[config.mk]
export PLATFORM = sky130hd
export DESIGN_NAME = audio_agc_level_tracker_top
export DESIGN_NICKNAME = d
export VERILOG_FILES = /design/src/rtl/core/agc_pkg.sv /design/src/rtl/core/agc_datapath.sv /design/src/rtl/core/agc_ctrl.sv /design/src/rtl/core/audio_agc_level_tracker_top.sv
export SDC_FILE = /design/constraint.sdc
export NUM_CORES = 1
export LEC_CHECK = 0
export BUFFER_PORTS_ARGS = -buffer_cell sky130_fd_sc_hd__buf_2
export CAP_MARGIN = 15
export CORE_AREA = 2 2 206 208
export CTS_BUF_LIST = sky130_fd_sc_hd__clkbuf_4
export DETAILED_ROUTE_END_ITERATION = 8
export DIE_AREA = 0 0 208 210
export PLACE_DENSITY = 0.56
export SYNTH_ARGS = -nofsm -noshare
export SYNTH_HDL_FRONTEND = slang
export SYNTH_HIERARCHICAL = 1
export SYNTH_SLANG_ARGS = --single-unit
export TNS_END_PERCENT = 50
[constraint.sdc]
create_clock -name aclk -period 4.7 [get_ports aclk]
set_input_delay 0.94 -clock aclk [delete_from_list [all_inputs] [get_ports aclk]]
set_output_delay 0.94 -clock aclk [all_outputs]
set_load 0.02 [all_outputs]
[src/rtl/core/agc_pkg.sv]
// ----------------------------------------------------------------------------
// agc_pkg
// Shared constants and controller/datapath interface types for the audio
// level tracker.
// ----------------------------------------------------------------------------
package agc_pkg;

    localparam int SAMPLE_BITS_DEF   = 10;
    localparam int FRACTION_BITS_DEF = 10;
    localparam int LEVEL_BITS_DEF    = 8;

    localparam int REG_W      = 10;
    localparam int CFG_ADDR_W = 1;

    localparam logic [REG_W-1:0] LEAK_STEP_RST      = REG_W'(1);
    localparam logic [REG_W-1:0] GATE_THRESHOLD_RST = REG_W'(3);

    typedef enum logic [CFG_ADDR_W-1:0] {
        CFG_LEAK_STEP      = 1'b0,
        CFG_GATE_THRESHOLD = 1'b1
    } cfg_addr_t;

    typedef struct packed {
        logic load;
        logic eval;
        logic div_step;
        logic out_load;
    } agc_cmd_t;

    typedef struct packed {
        logic direct;
    } agc_status_t;

endpackage

[src/rtl/core/agc_datapath.sv]
// ----------------------------------------------------------------------------
// agc_datapath
// Running extremes, span and position, gate test, restoring divider and
// result register.
// ----------------------------------------------------------------------------
module agc_datapath import agc_pkg::*; #(
    parameter int SAMPLE_BITS   = SAMPLE_BITS_DEF,
    parameter int FRACTION_BITS = FRACTION_BITS_DEF,
    parameter int LEVEL_BITS    = LEVEL_BITS_DEF
) (
    input  logic                   aclk,
    input  logic                   aresetn,
    input  logic                   cfg_wr_en,
    input  logic [CFG_ADDR_W-1:0]  cfg_addr,
    input  logic [REG_W-1:0]       cfg_wr_data,
    input  logic [SAMPLE_BITS-1:0] s_sample,
    input  agc_cmd_t               cmd,
    output agc_status_t            status,
    output logic [LEVEL_BITS-1:0]  m_level,
    output logic                   m_gate_closed
);

    localparam int STATE_W = SAMPLE_BITS + FRACTION_BITS + 2;
    localparam int NUM_W   = STATE_W - 1 + LEVEL_BITS;

    logic [REG_W-1:0]          leak_reg;
    logic [REG_W-1:0]          thr_reg;
    logic signed [STATE_W-1:0] min_reg;
    logic signed [STATE_W-1:0] max_reg;
    logic signed [STATE_W-1:0] x_reg;
    logic                      gate_reg;
    logic                      zero_reg;
    logic                      full_reg;
    logic [STATE_W-2:0]        span_reg;
    logic [STATE_W-2:0]        rem_reg;
    logic [LEVEL_BITS-1:0]     low_reg;
    logic [LEVEL_BITS-1:0]     quo_reg;
    logic [LEVEL_BITS-1:0]     level_reg;
    logic                      closed_reg;

    logic signed [STATE_W-1:0] x_next;
    logic signed [STATE_W-1:0] span_s;
    logic signed [STATE_W-1:0] above_s;
    logic signed [STATE_W-1:0] gate_s;
    logic signed [STATE_W-1:0] leak_s;
    logic [NUM_W-1:0]          num;
    logic                      is_gate;
    logic                      is_zero;
    logic                      is_full;
    logic [STATE_W-1:0]        trial;
    logic [STATE_W-1:0]        diff;
    logic [LEVEL_BITS-1:0]     level_next;

    always_comb begin
        x_next  = signed'(STATE_W'({s_sample, {FRACTION_BITS{1'b0}}}));
        span_s  = max_reg - min_reg;
        above_s = x_reg - min_reg;
        gate_s  = signed'(STATE_W'({thr_reg, {FRACTION_BITS{1'b0}}}));
        leak_s  = signed'(STATE_W'(leak_reg));
        num     = {above_s[STATE_W-2:0], {LEVEL_BITS{1'b0}}}
                  - NUM_W'(above_s[STATE_W-2:0]);
        is_gate = span_s < gate_s;
        is_zero = above_s[STATE_W-1] || (above_s == STATE_W'(0));
        is_full = above_s >= span_s;
        trial   = {rem_reg, low_reg[LEVEL_BITS-1]};
        diff    = trial - {1'b0, span_reg};
        if (gate_reg) begin
            level_next = '0;
        end else if (zero_reg) begin
            level_next = '0;
        end else if (full_reg) begin
            level_next = '1;
        end else begin
            level_next = quo_reg;
        end
    end

    assign status.direct = gate_reg || zero_reg || full_reg;

    always_ff @(posedge aclk) begin
        if (!aresetn) begin
            leak_reg <= LEAK_STEP_RST;
            thr_reg  <= GATE_THRESHOLD_RST;
            min_reg  <= '0;
            max_reg  <= '0;
        end else begin
            if (cfg_wr_en) begin
                unique case (cfg_addr)
                    CFG_LEAK_STEP:      leak_reg <= cfg_wr_data;
                    CFG_GATE_THRESHOLD: thr_reg  <= cfg_wr_data;
                    default:            ;
                endcase
            end
            if (cmd.load) begin
                if (x_next < min_reg) begin
                    min_reg <= x_next;
                end
                if (x_next > max_reg) begin
                    max_reg <= x_next;
                end
            end else if (cmd.eval) begin
                min_reg <= min_reg + leak_s;
                max_reg <= max_reg - leak_s;
            end
        end
    end

    always_ff @(posedge aclk) begin
        if (cmd.load) begin
            x_reg <= x_next;
        end
        if (cmd.eval) begin
            gate_reg <= is_gate;
            zero_reg <= !is_gate && is_zero;
            full_reg <= !is_gate && !is_zero && is_full;
            span_reg <= span_s[STATE_W-2:0];
            rem_reg  <= num[NUM_W-1:LEVEL_BITS];
            low_reg  <= num[LEVEL_BITS-1:0];
            quo_reg  <= '0;
        end else if (cmd.div_step) begin
            low_reg <= {low_reg[LEVEL_BITS-2:0], 1'b0};
            if (!diff[STATE_W-1] || trial >= {1'b0, span_reg}) begin
                if (trial >= {1'b0, span_reg}) begin
                    rem_reg <= diff[STATE_W-2:0];
                    quo_reg <= {quo_reg[LEVEL_BITS-2:0], 1'b1};
                end else begin
                    rem_reg <= trial[STATE_W-2:0];
                    quo_reg <= {quo_reg[LEVEL_BITS-2:0], 1'b0};
                end
            end else begin
                rem_reg <= trial[STATE_W-2:0];
                quo_reg <= {quo_reg[LEVEL_BITS-2:0], 1'b0};
            end
        end
        if (cmd.out_load) begin
            level_reg  <= level_next;
            closed_reg <= gate_reg;
        end
    end

    assign m_level       = level_reg;
    assign m_gate_closed = closed_reg;

endmodule

[src/rtl/core/agc_ctrl.sv]
// ----------------------------------------------------------------------------
// agc_ctrl
// Sequencer for one item: capture, evaluate, divide, hand over to the
// result register.
// ----------------------------------------------------------------------------
module agc_ctrl import agc_pkg::*; #(
    parameter int LEVEL_BITS = LEVEL_BITS_DEF
) (
    input  logic        aclk,
    input  logic        aresetn,
    input  logic        s_valid,
    output logic        s_ready,
    output logic        m_valid,
    input  logic        m_ready,
    input  agc_status_t status,
    output agc_cmd_t    cmd
);

    localparam int CNT_W = $clog2(LEVEL_BITS);

    typedef enum logic [1:0] {
        ST_IDLE,
        ST_EVAL,
        ST_DIV,
        ST_FINISH
    } state_t;

    state_t             state_reg;
    logic [CNT_W-1:0]   cnt_reg;
    logic               m_valid_reg;
    logic               out_free;

    assign out_free = !m_valid_reg || m_ready;

    always_comb begin
        s_ready      = (state_reg == ST_IDLE);
        cmd.load     = (state_reg == ST_IDLE) && s_valid;
        cmd.eval     = (state_reg == ST_EVAL);
        cmd.div_step = (state_reg == ST_DIV) && !status.direct;
        cmd.out_load = (state_reg == ST_FINISH) && out_free;
    end

    always_ff @(posedge aclk) begin
        if (!aresetn) begin
            state_reg   <= ST_IDLE;
            cnt_reg     <= '0;
            m_valid_reg <= 1'b0;
        end else begin
            if (cmd.out_load) begin
                m_valid_reg <= 1'b1;
            end else if (m_valid_reg && m_ready) begin
                m_valid_reg <= 1'b0;
            end
            unique case (state_reg)
                ST_IDLE: begin
                    if (s_valid) begin
                        state_reg <= ST_EVAL;
                    end
                end
                ST_EVAL: begin
                    cnt_reg   <= CNT_W'(LEVEL_BITS - 1);
                    state_reg <= ST_DIV;
                end
                ST_DIV: begin
                    if (status.direct || cnt_reg == '0) begin
                        state_reg <= ST_FINISH;
                    end else begin
                        cnt_reg <= cnt_reg - 1'b1;
                    end
                end
                ST_FINISH: begin
                    if (out_free) begin
                        state_reg <= ST_IDLE;
                    end
                end
                default: state_reg <= ST_IDLE;
            endcase
        end
    end

    assign m_valid = m_valid_reg;

endmodule

[src/rtl/core/audio_agc_level_tracker_top.sv]
// ----------------------------------------------------------------------------
// audio_agc_level_tracker_top
// Peak-tracking level meter: running min/max with leak, gate on small span,
// level = (sample - min) * full scale / span.
//
//   channel   ports                                 direction
//   s_        s_valid s_ready s_sample              in
//   m_        m_valid m_ready m_level m_gate_closed out
//   cfg_      cfg_wr_en cfg_addr cfg_wr_data        in (write only)
//
// After acceptance an item passes ST_EVAL, ST_DIV and ST_FINISH, which loads
// the result; ST_DIV runs the divider (one restoring step a cycle) unless
// gated or clamped; the next item is accepted in the cycle after that load.
// Reset is synchronous, active low; extremes clear to zero, registers to
// their defaults. A waiting result holds in the output register; the next
// item is accepted meanwhile and stalls only at hand-over.
// ----------------------------------------------------------------------------
module audio_agc_level_tracker_top import agc_pkg::*; #(
    parameter int SAMPLE_BITS   = SAMPLE_BITS_DEF,
    parameter int FRACTION_BITS = FRACTION_BITS_DEF,
    parameter int LEVEL_BITS    = LEVEL_BITS_DEF
) (
    input  logic                   aclk,
    input  logic                   aresetn,
    input  logic                   cfg_wr_en,
    input  logic [CFG_ADDR_W-1:0]  cfg_addr,
    input  logic [REG_W-1:0]       cfg_wr_data,
    input  logic                   s_valid,
    output logic                   s_ready,
    input  logic [SAMPLE_BITS-1:0] s_sample,
    output logic                   m_valid,
    input  logic                   m_ready,
    output logic [LEVEL_BITS-1:0]  m_level,
    output logic                   m_gate_closed
);

    agc_cmd_t    cmd;
    agc_status_t status;

    agc_ctrl #(
        .LEVEL_BITS (LEVEL_BITS)
    ) u_ctrl (
        .aclk    (aclk),
        .aresetn (aresetn),
        .s_valid (s_valid),
        .s_ready (s_ready),
        .m_valid (m_valid),
        .m_ready (m_ready),
        .status  (status),
        .cmd     (cmd)
    );

    agc_datapath #(
        .SAMPLE_BITS   (SAMPLE_BITS),
        .FRACTION_BITS (FRACTION_BITS),
        .LEVEL_BITS    (LEVEL_BITS)
    ) u_datapath (
        .aclk          (aclk),
        .aresetn       (aresetn),
        .cfg_wr_en     (cfg_wr_en),
        .cfg_addr      (cfg_addr),
        .cfg_wr_data   (cfg_wr_data),
        .s_sample      (s_sample),
        .cmd           (cmd),
        .status        (status),
        .m_level       (m_level),
        .m_gate_closed (m_gate_closed)
    );

endmodule

# Word level (Yosys, flattened, before mapping)
# Index checks and enable logic that the tools add are counted.
[classes] n_reduce_logical=32 n_mux=23 n_addsub=7 magnitude_cmp=5 eq_ne=9 bitwise=1
[op_table] operator="$mux 22" count=6
[op_table] operator="$mux 21" count=4
[op_table] operator="$sub 29x21->29" count=1
[op_table] operator="$mux 8" count=3
[op_table] operator="$add 22x11->22" count=1
[op_table] operator="$ge 22x21->1" count=1
[op_table] operator="$ge 22x22->1" count=1
[op_table] operator="$gt 21x22->1" count=1
[op_table] operator="$logic_not 22->1" count=1
[op_table] operator="$lt 21x22->1" count=1
[op_table] operator="$lt 22x21->1" count=1
[op_table] operator="$sub 21x22->22" count=1
[op_table] operator="$sub 22x11->22" count=1
[op_table] operator="$sub 22x21->22" count=1
[op_table] operator="$sub 22x22->22" count=1
[op_table] operator="$reduce_and 2->1" count=5
[op_table] operator="$pmux 2 s4" count=1
[op_table] operator="$reduce_bool 2->1" count=4
[op_table] operator="$logic_and 1x1->1" count=7
[op_table] operator="$logic_or 1x1->1" count=6
[op_table] operator="$mux 2" count=3
[op_table] operator="$ne 2x1->1 const B" count=3
[op_table] operator="$ne 2x2->1 const B" count=3
[op_table] operator="$pmux 3 s2" count=1
[op_table] operator="other kinds (11)" count=19
[word_totals] input_bits=26 word_cells=94 regBits=150 output_inout_bits=11

# Longest topological paths before layout
# Gate-level depths: netlist (run 1).
[depth] depth_word=6 depth_mapped=22 ltp_nobuf=21

# Cells and area by module
# Netlist (run 1), hierarchy kept.
[by_module_without_submodules] module="agc_datapath" seq_area_each_um2=3603.5 cells_each=1405 area_per_inst_um2=11941.5 instances=1
[by_module_without_submodules] module="agc_ctrl" seq_area_each_um2=120.1 cells_each=41 area_per_inst_um2=380.4 instances=1

# Worst setup path before layout (run 1)
# No wires, ideal clock.
[synth_path] kind="reg-to-reg" from="register u_datapath.min_reg[1]" to="register u_datapath.full_reg, data pin" synth_period_minus_slack_ps=4208 setup_ps=265 t_required_ps=4435 path_buffers=0 arrival_ps=3943 setup_slack_ps=492 path_stages_with_launch=20 path_cell_list="dfxtp_1 -> inv_1 -> ha_1 -> nor2b_1 -> o31ai_1 -> a21oi_1 -> nor4b_1 -> o31ai_1 -> nor2_1 -> o21ai_0 -> a21oi_1 -> xnor2_1 -> inv_1 -> ha_1 -> a2111oi_0 -> a21oi_1 -> maj3_1 -> maj3_2 -> o211ai_2 -> nor4_2"
[synth_via] elab_cells_between_ends=10 classes_between="add/sub (2); order compare (2); reduce/logical (6)"
[synth_lines] item="start, declared" line="agc_datapath.sv:28" rtl="logic signed [STATE_W-1:0] min_reg;"
[synth_lines] item="start signal, assigned" line="agc_datapath.sv:96" rtl="min_reg <= x_next;"
[synth_lines] item="start signal, assigned" line="agc_datapath.sv:102" rtl="min_reg <= min_reg + leak_s;"
[synth_lines] item="$sub 22x22->22" line="agc_datapath.sv:56" rtl="span_s = max_reg - min_reg;"
[synth_lines] item="via u_datapath.span_s[15]" line="agc_datapath.sv:42" rtl="logic signed [STATE_W-1:0] span_s;"
[synth_lines] item="$lt 22x21->1" line="agc_datapath.sv:62" rtl="is_gate = span_s < gate_s;"
[synth_lines] item="via u_datapath.is_gate" line="agc_datapath.sv:47" rtl="logic is_gate;"
[synth_lines] item="$logic_not 1->1" line="agc_datapath.sv:115" rtl="full_reg <= !is_gate && !is_zero && is_full;"
[synth_lines] item="$logic_and 1x1->1 (2 in series)" line="agc_datapath.sv:115"
[synth_lines] item="end signal, assigned" line="agc_datapath.sv:115"
[synth_lines] item="end, declared" line="agc_datapath.sv:33" rtl="logic full_reg;"
# The timed path passes the listed nets, and every way through them passes these cells.
# A chain may end at the register's enable or synchronous reset.

# Worst setup path in the final report (run 1)
[layout_path] from="register u_datapath.max_reg[0]" to="register u_datapath.full_reg, data pin"
[layout_via] elab_chain_cells=5 elab_cells_between_ends=6 classes_between="add/sub (1); order compare (2); reduce/logical (3)"
[layout_lines] item="start, declared" line="agc_datapath.sv:29" rtl="logic signed [STATE_W-1:0] max_reg;"
[layout_lines] item="start signal, assigned" line="agc_datapath.sv:99" rtl="max_reg <= x_next;"
[layout_lines] item="start signal, assigned" line="agc_datapath.sv:103" rtl="max_reg <= max_reg - leak_s;"
[layout_lines] item="$sub 22x22->22" line="agc_datapath.sv:56"
[layout_lines] item="via u_datapath.span_s[12]" line="agc_datapath.sv:42"
[layout_lines] item="$lt 22x21->1" line="agc_datapath.sv:62"
[layout_lines] item="via u_datapath.is_gate" line="agc_datapath.sv:47"
[layout_lines] item="$logic_not 1->1" line="agc_datapath.sv:115"
[layout_lines] item="$logic_and 1x1->1 (2 in series)" line="agc_datapath.sv:115"
# The timed path passes the listed nets, and every way through them passes these cells.

==> results of run 1 <==
-- cells by family after synthesis --
| group | share of synthesized area [%] |
|---|---|
| xor gates and xnor gates | 6.56 |
| AOI/OAI and AO/OA | 22.8 |
| and+or+nand+nor | 17.6 |
| adders and majority gates | 14.8 |
| muxes | 2.04 |
| buffers and inverters | 5.96 |
| DFF | 30.2 |
-- repair_timing --
action,CTS,global route
hold buffers,0,0
setup endpoints to repair,0,3
buffers inserted,0,0
gates resized for setup,0,9
-- per-layer routing --
layer / global-route usage, % / part of all wire (%)
met1: 21.4 / 47
met2: 27.8 / 47
met3: 2.55 / 3.4
met4: 4.45 / 1.7
met5: 0 / 0
-- synthesized netlist by cell type, drive strengths merged (6+ instances only) --
master,number
a211o,6
a211oi,30
a21boi,7
a21o,35
a21oi,129
a311oi,6
a31oi,28
and2,11
and3,14
buf,12
clkbuf,36
dfxtp,78
edfxtp,72
ha,137
inv,141
mux2,9
mux2i,15
nand2,112
nand2b,16
nand3,40
nand4,19
nor2,110
nor2b,19
nor3,30
nor3b,6
nor4,14
o211ai,14
o21a,23
o21ai,70
o21bai,13
or2,7
or3,13
xnor2,54
xor2,34
-- worst reg2reg max path: cells and delay by family (launching register included) --
kind	cells	cell delay (ns)
compound gates	7	1.43
xor+xnor	1	0.22
fa+ha+maj	5	1.64
buf+inv	1	0.10
flops	1	0.42
simple gates	3	0.41
-- how the worst max path moves through the flow --
stage | start | end | slack [ns] | cells past startpoint
2_1_floorplan | u_datapath/min_reg[1]$_SDFFE_PN0P_ | u_datapath/full_reg$_DFFE_PP_ | 0.49 | 19
3_3_place_gp | u_datapath/min_reg[1]$_SDFFE_PN0P_ | u_datapath/full_reg$_DFFE_PP_ | 0.19 | 19
3_5_place_dp | u_datapath/max_reg[0]$_SDFFE_PN0P_ | u_datapath/full_reg$_DFFE_PP_ | 0.11 | 19
4_1_cts | u_datapath/max_reg[0]$_SDFFE_PN0P_ | u_datapath/full_reg$_DFFE_PP_ | 0.13 | 19
5_1_grt | u_datapath/max_reg[0]$_SDFFE_PN0P_ | u_datapath/full_reg$_DFFE_PP_ | -0.004 | 21
6_report | u_datapath/max_reg[0]$_SDFFE_PN0P_ | u_datapath/full_reg$_DFFE_PP_ | 0.29 | 17
-- area by class of cell --
type                    instances  area, sq um  share of cell area (%)
repair buffers                 79          503                    3.67
diodes                          4         10.0                  0.0730
multi-input cells            1107         7940                    57.9
clock buffers                  17          128                   0.931
well taps                     539          674                    4.92
clock inverters                15          204                    1.49
inverters                     141          529                    3.86
flip-flops and latches        150         3720                    27.2
-- stage by stage --
step	cell area, sq um	hold WS [ns]	worst slack (ns)
final	13700	0.468	0.285
after global routing	13700	0.443	-0.00443
after CTS	13600	0.469	0.127
after detailed placement	13300	0.449	0.115
after global placement	13300	0.448	0.193
after floorplan	12300	0.436	0.492
==> results.tsv, run 1 <==
metric	value	unit
outcome	finished, final reports clean	
root buf cell	sky130_fd_sc_hd__clkbuf_4	
largest area contributor in the netlist	sky130_fd_sc_hd__edfxtp_1	
flop-to-flop setup slack	0.29	ns
Slew @ Worst Pin	1.20	ns
final standard cell utilization of the core	33.0	%
number of antenna violations at the first check in global routing	2	
non-filler cells, final	2052	
routed wirelength normalized by instance count	17.4	um
highest-count cells in the layout ignoring fill and taps	sky130_fd_sc_hd__inv_1, sky130_fd_sc_hd__ha_1, sky130_fd_sc_hd__a21oi_1	
number of core rows	75	
number of global-route vias before repair	10600	
Clock Skew	0.0316	ns
wire length reported by the detailed router	35700	um
most used flip-flop cell after synthesis	sky130_fd_sc_hd__dfxtp_1	
Syn. warnings	6	
last weighted congestion value of the routability-driven placer	0.886	
CTS sink count	150	
clock latency on the worst-skew pair	0.66	ns
min cycle time layout	4.41	ns
post-route ant nets	0	
number of stages on the worst hold path	2	
clock transition at the register clock pins on the worst setup and hold paths after CTS	0.16	ns
Unique masters post-synth	102	
total negative setup slack	0	ns
R2R Path Start	u_datapath/max_reg[0]$_SDFFE_PN0P_	
Crit Reg-Reg Endpoint	u_datapath/full_reg$_DFFE_PP_	
Hold Vio Cnt, Final	0	
count of flip-flops with a built-in enable after synthesis	72	
drt initial violations	697	
sequential fraction of the synthesis area	30.2	%
Clock Tree Buf Depth	2	
count of buffers from port buffering	36	
# setup viols final	0	
data required time of the critical path	5.13	ns
DP Cell Count	2015	
count of unresolved DRC violations after routing	0	
core area	41500	sq um
Synth Register Bits	150	
post-synthesis instance area	12300	sq um
Post-layout nets	1663	
wire length of the first global-routing pass	56500	um
Hold EP	u_datapath/thr_reg[6]$_SDFFE_PN0P_	
instance count of the mapped netlist	1446	
number of buffers created by CTS	17	
Initial Utilization	29.7	%
critical path cell sequence	inv_1 -> ha_1 -> fa_1 -> nand2b_1 -> a21oi_4 -> o21bai_4 -> nand2_1 -> a31oi_1 -> xnor2_2 -> ha_1 -> a21o_1 -> a2111oi_1 -> a21oi_1 -> maj3_1 -> maj3_2 -> o211ai_2 -> nor4_2	
y dimension of the die	210	um
clock tree from TritonCTS	done	
fmax	227	MHz
Mapped Nets	1613	
CP dominant cell by count	sky130_fd_sc_hd__ha_1	
Die X-Extent	208	um
startpoint of the tightest hold check path	u_datapath/thr_reg[6]$_SDFFE_PN0P_	
Avg Synthesized Cell Area	8.52	sq um
Crit Path Max Fanout	5	
die outline area	43700	sq um
max-cap violation count	0	
fraction of synthesis flops using an asynchronous set or reset pin	0	%
Crit Path Class	reg2reg	
fill cell total of the finished layout	4352	
family with the most delay on the worst path	adder cells	
length in cells of the worst reg-to-reg path	17	
pin count of the biggest net entering global routing	67	
Setup crit end kind	register	
fraction of post-synthesis cell area in the top cell type by area	17.5	%
data arrival time of the critical path	4.85	ns
most area-consuming cells after synthesis	sky130_fd_sc_hd__edfxtp_1, sky130_fd_sc_hd__ha_1, sky130_fd_sc_hd__dfxtp_1	
total track usage	16.3	%
launching element type of the critical path	register	
post-route fraction of the period consumed by the critical path	93.9	%
Post-DP HPWL	28000	um
worst hold path class	reg2reg	
Via Count	10800	
count of buffer and inverter cells on the critical path	1	
H-tree levels	4	
number of max-slew violations in the final report	0	
detailed-routing iteration count for the pre-antenna-repair pass	5	
CP max-delay cell	sky130_fd_sc_hd__dfxtp_1	
Area growth, synth to finish	11.2	%
max-slew headroom at the worst pin	19.6	%
global route overflow	0	
I/O pins	37	
max incr delay on CP	0.42	ns
post-DR vias/cell	5.25	
share of post-route cells with drive strength above 1	10.7	%
most common cell after layout, fill and taps aside	sky130_fd_sc_hd__inv_1	
Power of run 1 is not shown: default switching activity piles up to over one toggle a cycle in this logic, so the estimate is an artifact.
==> run 2, diff against run 1 <==
Settings changed: CORE_AREA 2 2 206 208 to 2 2 147 149, DIE_AREA 0 0 208 210 to 0 0 149 151, PLACE_DENSITY 0.56 to 0.88.
==> run 2 against run 1 <==
- register-to-register slack got worse by 0.05 ns
- highest routed layer unchanged
- clock skew barely moved
- flip-flop and latch count did not move
- critical endpoint unchanged
==> results.tsv, run 2 (same netlist as run 1, synthesis figures left out) <==
metric	value	unit	change
Clock Tree Buf Depth	2		unchanged
number of max-slew violations in the final report	0		unchanged
flop-to-flop setup slack	0.23	ns	was 0.29 ns
post-CTS setup buffer count	0		unchanged
CTS sink count	150		unchanged
Post-DP HPWL	24600	um	was 28,000 um
Setup crit end kind	register		unchanged
max-slew headroom at the worst pin	27.5	%	was 19.6%
most common cell after layout, fill and taps aside	sky130_fd_sc_hd__inv_1		unchanged
clock latency on the worst-skew pair	0.59	ns	was 0.66 ns
worst hold path class	reg2reg		unchanged
core area	20800	sq um	was 41,500 sq um
data arrival time of the critical path	4.87	ns	was 4.85 ns
unrepaired setup endpoints after global routing	false		
y dimension of the die	151	um	was 210 um
Hold Vio Cnt, Final	0		unchanged
fill cell total of the finished layout	1732		was 4,352
clock transition at the register clock pins on the worst setup and hold paths after CTS	0.14	ns	was 0.16 ns
Post-layout nets	1647		was 1,663
number of global-route vias before repair	10300		was 10,600
area of placed instances	12900	sq um	was 13,300 sq um
global route overflow	0		unchanged
Die X-Extent	149	um	was 208 um
share of post-route cells with drive strength above 1	9.65	%	was 10.7%
drt initial violations	1081		was 697
data required time of the critical path	5.10	ns	was 5.13 ns
Area growth, synth to finish	6.83	%	was 11.2%
detailed-routing iteration count for the pre-antenna-repair pass	8		was 5
highest-count cells in the layout ignoring fill and taps	sky130_fd_sc_hd__inv_1, sky130_fd_sc_hd__ha_1, sky130_fd_sc_hd__a21oi_1		unchanged
wire length of the first global-routing pass	50200	um	was 56,500 um
H-tree levels	4		unchanged
launching element type of the critical path	register		unchanged
post-route ant nets	0		unchanged
pin count of the biggest net entering global routing	77		was 67
fmax	224	MHz	was 227 MHz
final std cell area, no fill	13200	sq um	was 13,700 sq um
Initial Utilization	59.2	%	was 29.7%
number of core rows	53		was 75
routed wirelength normalized by instance count	18.0	um	was 17.4 um
Crit Path Max Fanout	6		was 5
count of unresolved DRC violations after routing	0		unchanged
Via Count	11100		was 10,800
last weighted congestion value of the routability-driven placer	1.00		was 0.886
wire length reported by the detailed router	31800	um	was 35,700 um
number of antenna violations at the first check in global routing	1		was 2
# setup viols final	0		unchanged
Clock Skew	0.0316	ns	about the same
I/O pins	37		unchanged
outcome	finished, final reports clean		unchanged
post-DR vias/cell	6.29		was 5.25
post-route fraction of the period consumed by the critical path	95.0	%	was 93.9%
clock tree from TritonCTS	done		unchanged
max-cap violation count	0		unchanged
count of buffers from port buffering	36		unchanged
total track usage	28.0	%	was 16.3%
total negative setup slack	0	ns	unchanged
Slew @ Worst Pin	1.08	ns	was 1.20 ns
die outline area	22500	sq um	was 43,700 sq um
number of buffers created by CTS	17		unchanged
root buf cell	sky130_fd_sc_hd__clkbuf_4		unchanged
min cycle time layout	4.47	ns	was 4.41 ns
Crit Path Class	reg2reg		unchanged
## run 2: repair_timing
| item | in CTS | in global routing |
|---|---|---|
| setup endpoints to repair | 0 | 3 |
| hold buffers | 0 | 0 |
| gates resized for setup | 0 | 6 |
## run 2: area by class of cell
class                           count  area, sq um  area share, %
Tap cell                          275          344           2.61
Inverter                          141          529           4.02
Sequential cell                   150         3720           28.3
Timing Repair Buffer               63          395           3.00
Multi-Input combinational cell   1107         7900           60.0
Clock inverter                     15          141           1.07
Clock buffer                       17          128          0.969
Antenna cell                        1         2.50         0.0190
## run 2: worst max-delay path: stages, from the launching register on
cell	delay [ns]
sky130_fd_sc_hd__dfxtp_1	0.35
sky130_fd_sc_hd__inv_1	0.09
sky130_fd_sc_hd__ha_1	0.40
sky130_fd_sc_hd__a21o_1	0.21
sky130_fd_sc_hd__a21o_1	0.19
sky130_fd_sc_hd__o31a_1	0.31
sky130_fd_sc_hd__o41ai_2	0.32
sky130_fd_sc_hd__o211ai_1	0.19
sky130_fd_sc_hd__xnor2_1	0.25
sky130_fd_sc_hd__inv_1	0.08
sky130_fd_sc_hd__ha_1	0.32
sky130_fd_sc_hd__nand4_1	0.10
sky130_fd_sc_hd__nor3_1	0.15
sky130_fd_sc_hd__a41oi_1	0.13
sky130_fd_sc_hd__a31oi_1	0.19
sky130_fd_sc_hd__a31oi_1	0.09
sky130_fd_sc_hd__maj3_1	0.36
sky130_fd_sc_hd__o221ai_1	0.18
sky130_fd_sc_hd__a211oi_1	0.11
sky130_fd_sc_hd__nor4_2	0.27
## run 2: layer usage
layer  routed length [um]  part of all wire [%]  track usage (%)  up-vias
met5                    0                     0                0        -
met4                 1190                   3.7             11.6        0
met3                 2270                   7.1             4.88       90
met2                15100                    47             47.4      510
met1                13300                    42             35.5     5203
li1                     -                     -                -     5324
## run 2: path summary, 6_finish.rpt
kind,start,end,depth (start not counted)
max,u_datapath/min_reg[6]$_SDFFE_PN0P_,u_datapath/full_reg$_DFFE_PP_,19
min,u_datapath/thr_reg[4]$_SDFFE_PN0P_,u_datapath/thr_reg[4]$_SDFFE_PN0P_,2
max reg2reg,u_datapath/min_reg[6]$_SDFFE_PN0P_,u_datapath/full_reg$_DFFE_PP_,19
min reg2reg,u_datapath/thr_reg[4]$_SDFFE_PN0P_,u_datapath/thr_reg[4]$_SDFFE_PN0P_,2
## run 2: through the flow
step	utilization [%]	setup slack, ns	instances	hold WS, ns
3_5_place_dp	61.8	0.177	1736	0.448
5_1_grt	63.2	0.0150	1769	0.488
4_1_cts	63.1	0.146	1768	0.466
6_report	63.2	0.234	1769	0.466
3_3_place_gp	61.8	0.296	1736	0.447
2_1_floorplan	-	0.492	1446	0.436
Power of run 2 is left out for the same reason.
==> run 3, diff against run 2 <==
Settings changed: CORE_AREA 2 2 147 149 to 2 2 214 216, DIE_AREA 0 0 149 151 to 0 0 216 218, PLACE_DENSITY 0.88 to 0.55, RECOVER_POWER from default to 50, SYNTH_HIERARCHICAL 1 to default.
==> run 3 against run 2 <==
- the run now ends with capacitance limit, slew limit left
- global-route usage down 11 points
- cell area up 6.5%
- area after synthesis up 4.2%
- critical path type unchanged
- critical endpoint is now u_datapath.rem_reg[16]$_DFFE_PP_
- largest cell class unchanged
- highest routed layer unchanged
==> results.tsv, run 3 <==
metric	value	unit	change
outcome	finished, violations left		was finished, final reports clean
violations in the final reports	capacitance limit, slew limit		
most area-consuming cells after synthesis	sky130_fd_sc_hd__edfxtp_1, sky130_fd_sc_hd__ha_1, sky130_fd_sc_hd__dfxtp_1		unchanged
core area	44900	sq um	was 20,800 sq um
max-slew headroom at the worst pin	-10.9	%	was 27.5%
Crit Reg-Reg Endpoint	u_datapath.rem_reg[16]$_DFFE_PP_		was u_datapath/full_reg$_DFFE_PP_
I/O pins	37		unchanged
post-route fraction of the period consumed by the critical path	93.8	%	was 95.0%
post-CTS setup buffer count	0		unchanged
final std cell area, no fill	14000	sq um	was 13,200 sq um
R2R Path Start	u_datapath.min_reg[12]$_SDFFE_PN0P_		was u_datapath/min_reg[6]$_SDFFE_PN0P_
post-route ant nets	0		unchanged
DP Cell Count	2149		was 1,736
post-DR vias/cell	5.38		was 6.29
met3 wire len	1920	um	was 2270 um
instance count of the mapped netlist	1529		was 1,446
Via Count	11700		was 11,100
amount of wire on met2 after detailed routing	18100	um	was 15,100 um
Setup crit end kind	register		unchanged
count of unresolved DRC violations after routing	0		unchanged
clock latency on the worst-skew pair	0.64	ns	was 0.59 ns
number of antenna violations at the first check in global routing	1		unchanged
sequential fraction of the synthesis area	29.0	%	was 30.2%
non-filler cells, final	2182		was 1,769
count of flip-flops with a built-in enable after synthesis	72		unchanged
worst setup path startpoint	u_datapath.min_reg[12]$_SDFFE_PN0P_		was u_datapath/min_reg[6]$_SDFFE_PN0P_
y dimension of the die	218	um	was 151 um
wire length reported by the detailed router	39100	um	was 31,800 um
Avg Synthesized Cell Area	8.40	sq um	was 8.52 sq um
final hold slack	0.467	ns	was 0.466 ns
flop-to-flop setup slack	0.29	ns	was 0.23 ns
length in cells of the worst reg-to-reg path	16		was 19
Syn. warnings	0		was 6
share of post-route cells with drive strength above 1	8.79	%	was 9.65%
Crit Path Max Fanout	8		was 6
Synth Register Bits	150		unchanged
clock transition at the register clock pins on the worst setup and hold paths after CTS	0.14	ns	about the same
number of buffers created by CTS	17		unchanged
CTS sink count	150		unchanged
highest-count cells in the layout ignoring fill and taps	sky130_fd_sc_hd__inv_1, sky130_fd_sc_hd__nand2_1, sky130_fd_sc_hd__ha_1		was sky130_fd_sc_hd__inv_1, sky130_fd_sc_hd__ha_1, sky130_fd_sc_hd__a21oi_1
data arrival time of the critical path	4.79	ns	was 4.87 ns
number of global-route vias before repair	11400		was 10,300
root buf cell	sky130_fd_sc_hd__clkbuf_4		unchanged
drt initial violations	857		was 1,081
Slew @ Worst Pin	1.66	ns	was 1.08 ns
Unique masters post-synth	103		was 102
last weighted congestion value of the routability-driven placer	0.944		was 1.00
total negative setup slack	0	ns	unchanged
area of placed instances	13800	sq um	was 12,900 sq um
clock tree from TritonCTS	done		unchanged
die outline area	47100	sq um	was 22,500 sq um
launching element type of the critical path	register		unchanged
count of buffers from port buffering	36		unchanged
Post-DP HPWL	30500	um	was 24,600 um
detailed-routing iteration count for the pre-antenna-repair pass	6		was 8
global route overflow	0		unchanged
Mapped Nets	1695		was 1,613
most common cell after layout, fill and taps aside	sky130_fd_sc_hd__inv_1		unchanged
total track usage	16.7	%	was 28.0%
wire length of the first global-routing pass	62300	um	was 50,200 um
most numerous cell types in the synthesized netlist	sky130_fd_sc_hd__inv_1, sky130_fd_sc_hd__nand2_1, sky130_fd_sc_hd__ha_1, sky130_fd_sc_hd__a21oi_1, sky130_fd_sc_hd__nor2_1		was sky130_fd_sc_hd__inv_1, sky130_fd_sc_hd__ha_1, sky130_fd_sc_hd__a21oi_1, sky130_fd_sc_hd__nand2_1, sky130_fd_sc_hd__nor2_1
number of max-slew violations in the final report	45		was 0
routed length on met1	18300	um	was 13,300 um
pin count of the biggest net entering global routing	64		was 77
fraction of post-synthesis cell area in the top cell type by area	16.8	%	was 17.5%
data required time of the critical path	5.08	ns	was 5.10 ns
most used flip-flop cell after synthesis	sky130_fd_sc_hd__dfxtp_1		unchanged
number of core rows	78		was 53
fraction of synthesis flops using an asynchronous set or reset pin	0	%	unchanged
max-cap violation count	1		was 0
Die X-Extent	216	um	was 149 um
Clock Tree Buf Depth	2		unchanged
fmax	227	MHz	was 224 MHz
Setup crit end	u_datapath.rem_reg[16]$_DFFE_PP_		was u_datapath/full_reg$_DFFE_PP_
fill cell total of the finished layout	4805		was 1,732
Area growth, synth to finish	9.27	%	was 6.83%
worst hold path class	reg2reg		unchanged
# setup viols final	0		unchanged
unrepaired setup endpoints after global routing	false		unchanged
Clock Skew	0.0212	ns	was 0.0316 ns
Hold Vio Cnt, Final	0		unchanged
Crit Path Class	reg2reg		unchanged
min cycle time layout	4.41	ns	was 4.47 ns
routed wirelength normalized by instance count	17.9	um	was 18.0 um
Post-layout nets	1734		was 1,647
top sig layer	met4		unchanged
Initial Utilization	28.6	%	was 59.2%
H-tree levels	4		unchanged
post-synthesis instance area	12800	sq um	was 12,300 sq um
largest area contributor in the netlist	sky130_fd_sc_hd__edfxtp_1		unchanged
==> run 3: cell types whose count changed after synthesis, moves of 6 or more <==
cell,delta
sky130_fd_sc_hd__a211oi_1,-9
sky130_fd_sc_hd__a31oi_1,-7
sky130_fd_sc_hd__and3_1,-6
sky130_fd_sc_hd__buf_2,+6
sky130_fd_sc_hd__inv_1,+6
sky130_fd_sc_hd__mux2i_1,+6
sky130_fd_sc_hd__nand2_1,+34
sky130_fd_sc_hd__nand3_1,+10
sky130_fd_sc_hd__nor2_1,-16
sky130_fd_sc_hd__nor3_1,+8
sky130_fd_sc_hd__o21ai_0,+8
sky130_fd_sc_hd__xor2_1,-12
==> run 3: metal layers <==
metal | vias up | GRT usage (%)
met2 | 355 | 27.7
met1 | 5620 | 22.5
met5 | - | 0
met3 | 65 | 2.26
li1 | 5697 | -
met4 | 0 | 4.95
==> run 3: through the flow <==
stage | setup slack (ns) | util [%]
after CTS | 0.154 | 31.3
after floorplan | 0.448 | -
final | 0.293 | 31.2
after detailed placement | 0.195 | 30.8
after global routing | 0.000875 | 31.2
after global placement | 0.264 | 30.8
==> run 3: kinds of logic after synthesis <==
| group | count (synthesis) | share of synthesized area (%) |
|---|---|---|
| AOI/OAI and AO/OA | 456 | 24.3 |
| xor gates and xnor gates | 77 | 5.49 |
| adders and majority gates | 141 | 14.0 |
| buffers and inverters | 201 | 6.19 |
| DFF | 150 | 29.0 |
| muxes | 27 | 2.16 |
| and+or+nand+nor | 477 | 18.8 |
==> run 3: how the worst min path moves through the flow <==
stage / from / end / slack, ns / depth (start not counted)
floorplan: u_datapath.thr_reg[2]$_SDFFE_PN0P_ / u_datapath.thr_reg[2]$_SDFFE_PN0P_ / 0.44 / 2
global placement: u_datapath.thr_reg[2]$_SDFFE_PN0P_ / u_datapath.thr_reg[2]$_SDFFE_PN0P_ / 0.45 / 2
detailed placement: u_datapath.thr_reg[5]$_SDFFE_PN0P_ / u_datapath.thr_reg[5]$_SDFFE_PN0P_ / 0.45 / 2
CTS: cfg_wr_data[4] / u_datapath.thr_reg[4]$_SDFFE_PN0P_ / 0.47 / 3
global route: cfg_wr_data[3] / u_datapath.leak_reg[3]$_SDFFE_PN0P_ / 0.48 / 3
finish: u_datapath.thr_reg[5]$_SDFFE_PN0P_ / u_datapath.thr_reg[5]$_SDFFE_PN0P_ / 0.47 / 2
==> run 3: what timing repair did <==
action / 4_1_cts / 5_1_grt
hold endpoints to repair: 0 / 0
hold buffers: 0 / 0
endpoints found under the setup margin: 0 / 6
resized for setup: 0 / 8
==> run 3: critical path: stages (launching register included) <==
cell	delay, ns
sky130_fd_sc_hd__dfxtp_1	0.44
sky130_fd_sc_hd__inv_1	0.18
sky130_fd_sc_hd__ha_1	0.32
sky130_fd_sc_hd__or3_1	0.37
sky130_fd_sc_hd__a41oi_1	0.28
sky130_fd_sc_hd__o31ai_1	0.13
sky130_fd_sc_hd__xnor2_1	0.32
sky130_fd_sc_hd__ha_1	0.37
sky130_fd_sc_hd__a21o_1	0.21
sky130_fd_sc_hd__a21o_1	0.17
sky130_fd_sc_hd__a21o_1	0.17
sky130_fd_sc_hd__a21oi_1	0.13
sky130_fd_sc_hd__o21ai_0	0.13
sky130_fd_sc_hd__a221oi_2	0.41
sky130_fd_sc_hd__a31oi_1	0.13
sky130_fd_sc_hd__nor3_1	0.28
sky130_fd_sc_hd__a31oi_1	0.08
==> run 3: layout make-up <==
cell class | count | area [sq um] | share of cell area, %
Inverter | 148 | 556 | 3.96
Multi-Input combinational cell | 1178 | 8350 | 59.5
Tap cell | 600 | 751 | 5.35
Antenna cell | 1 | 2.50 | 0.0178
Timing Repair Buffer | 73 | 419 | 2.99
Sequential cell | 150 | 3720 | 26.6
Clock buffer | 19 | 143 | 1.02
Clock inverter | 13 | 82.6 | 0.589
Power of run 3 is left out for the same reason.
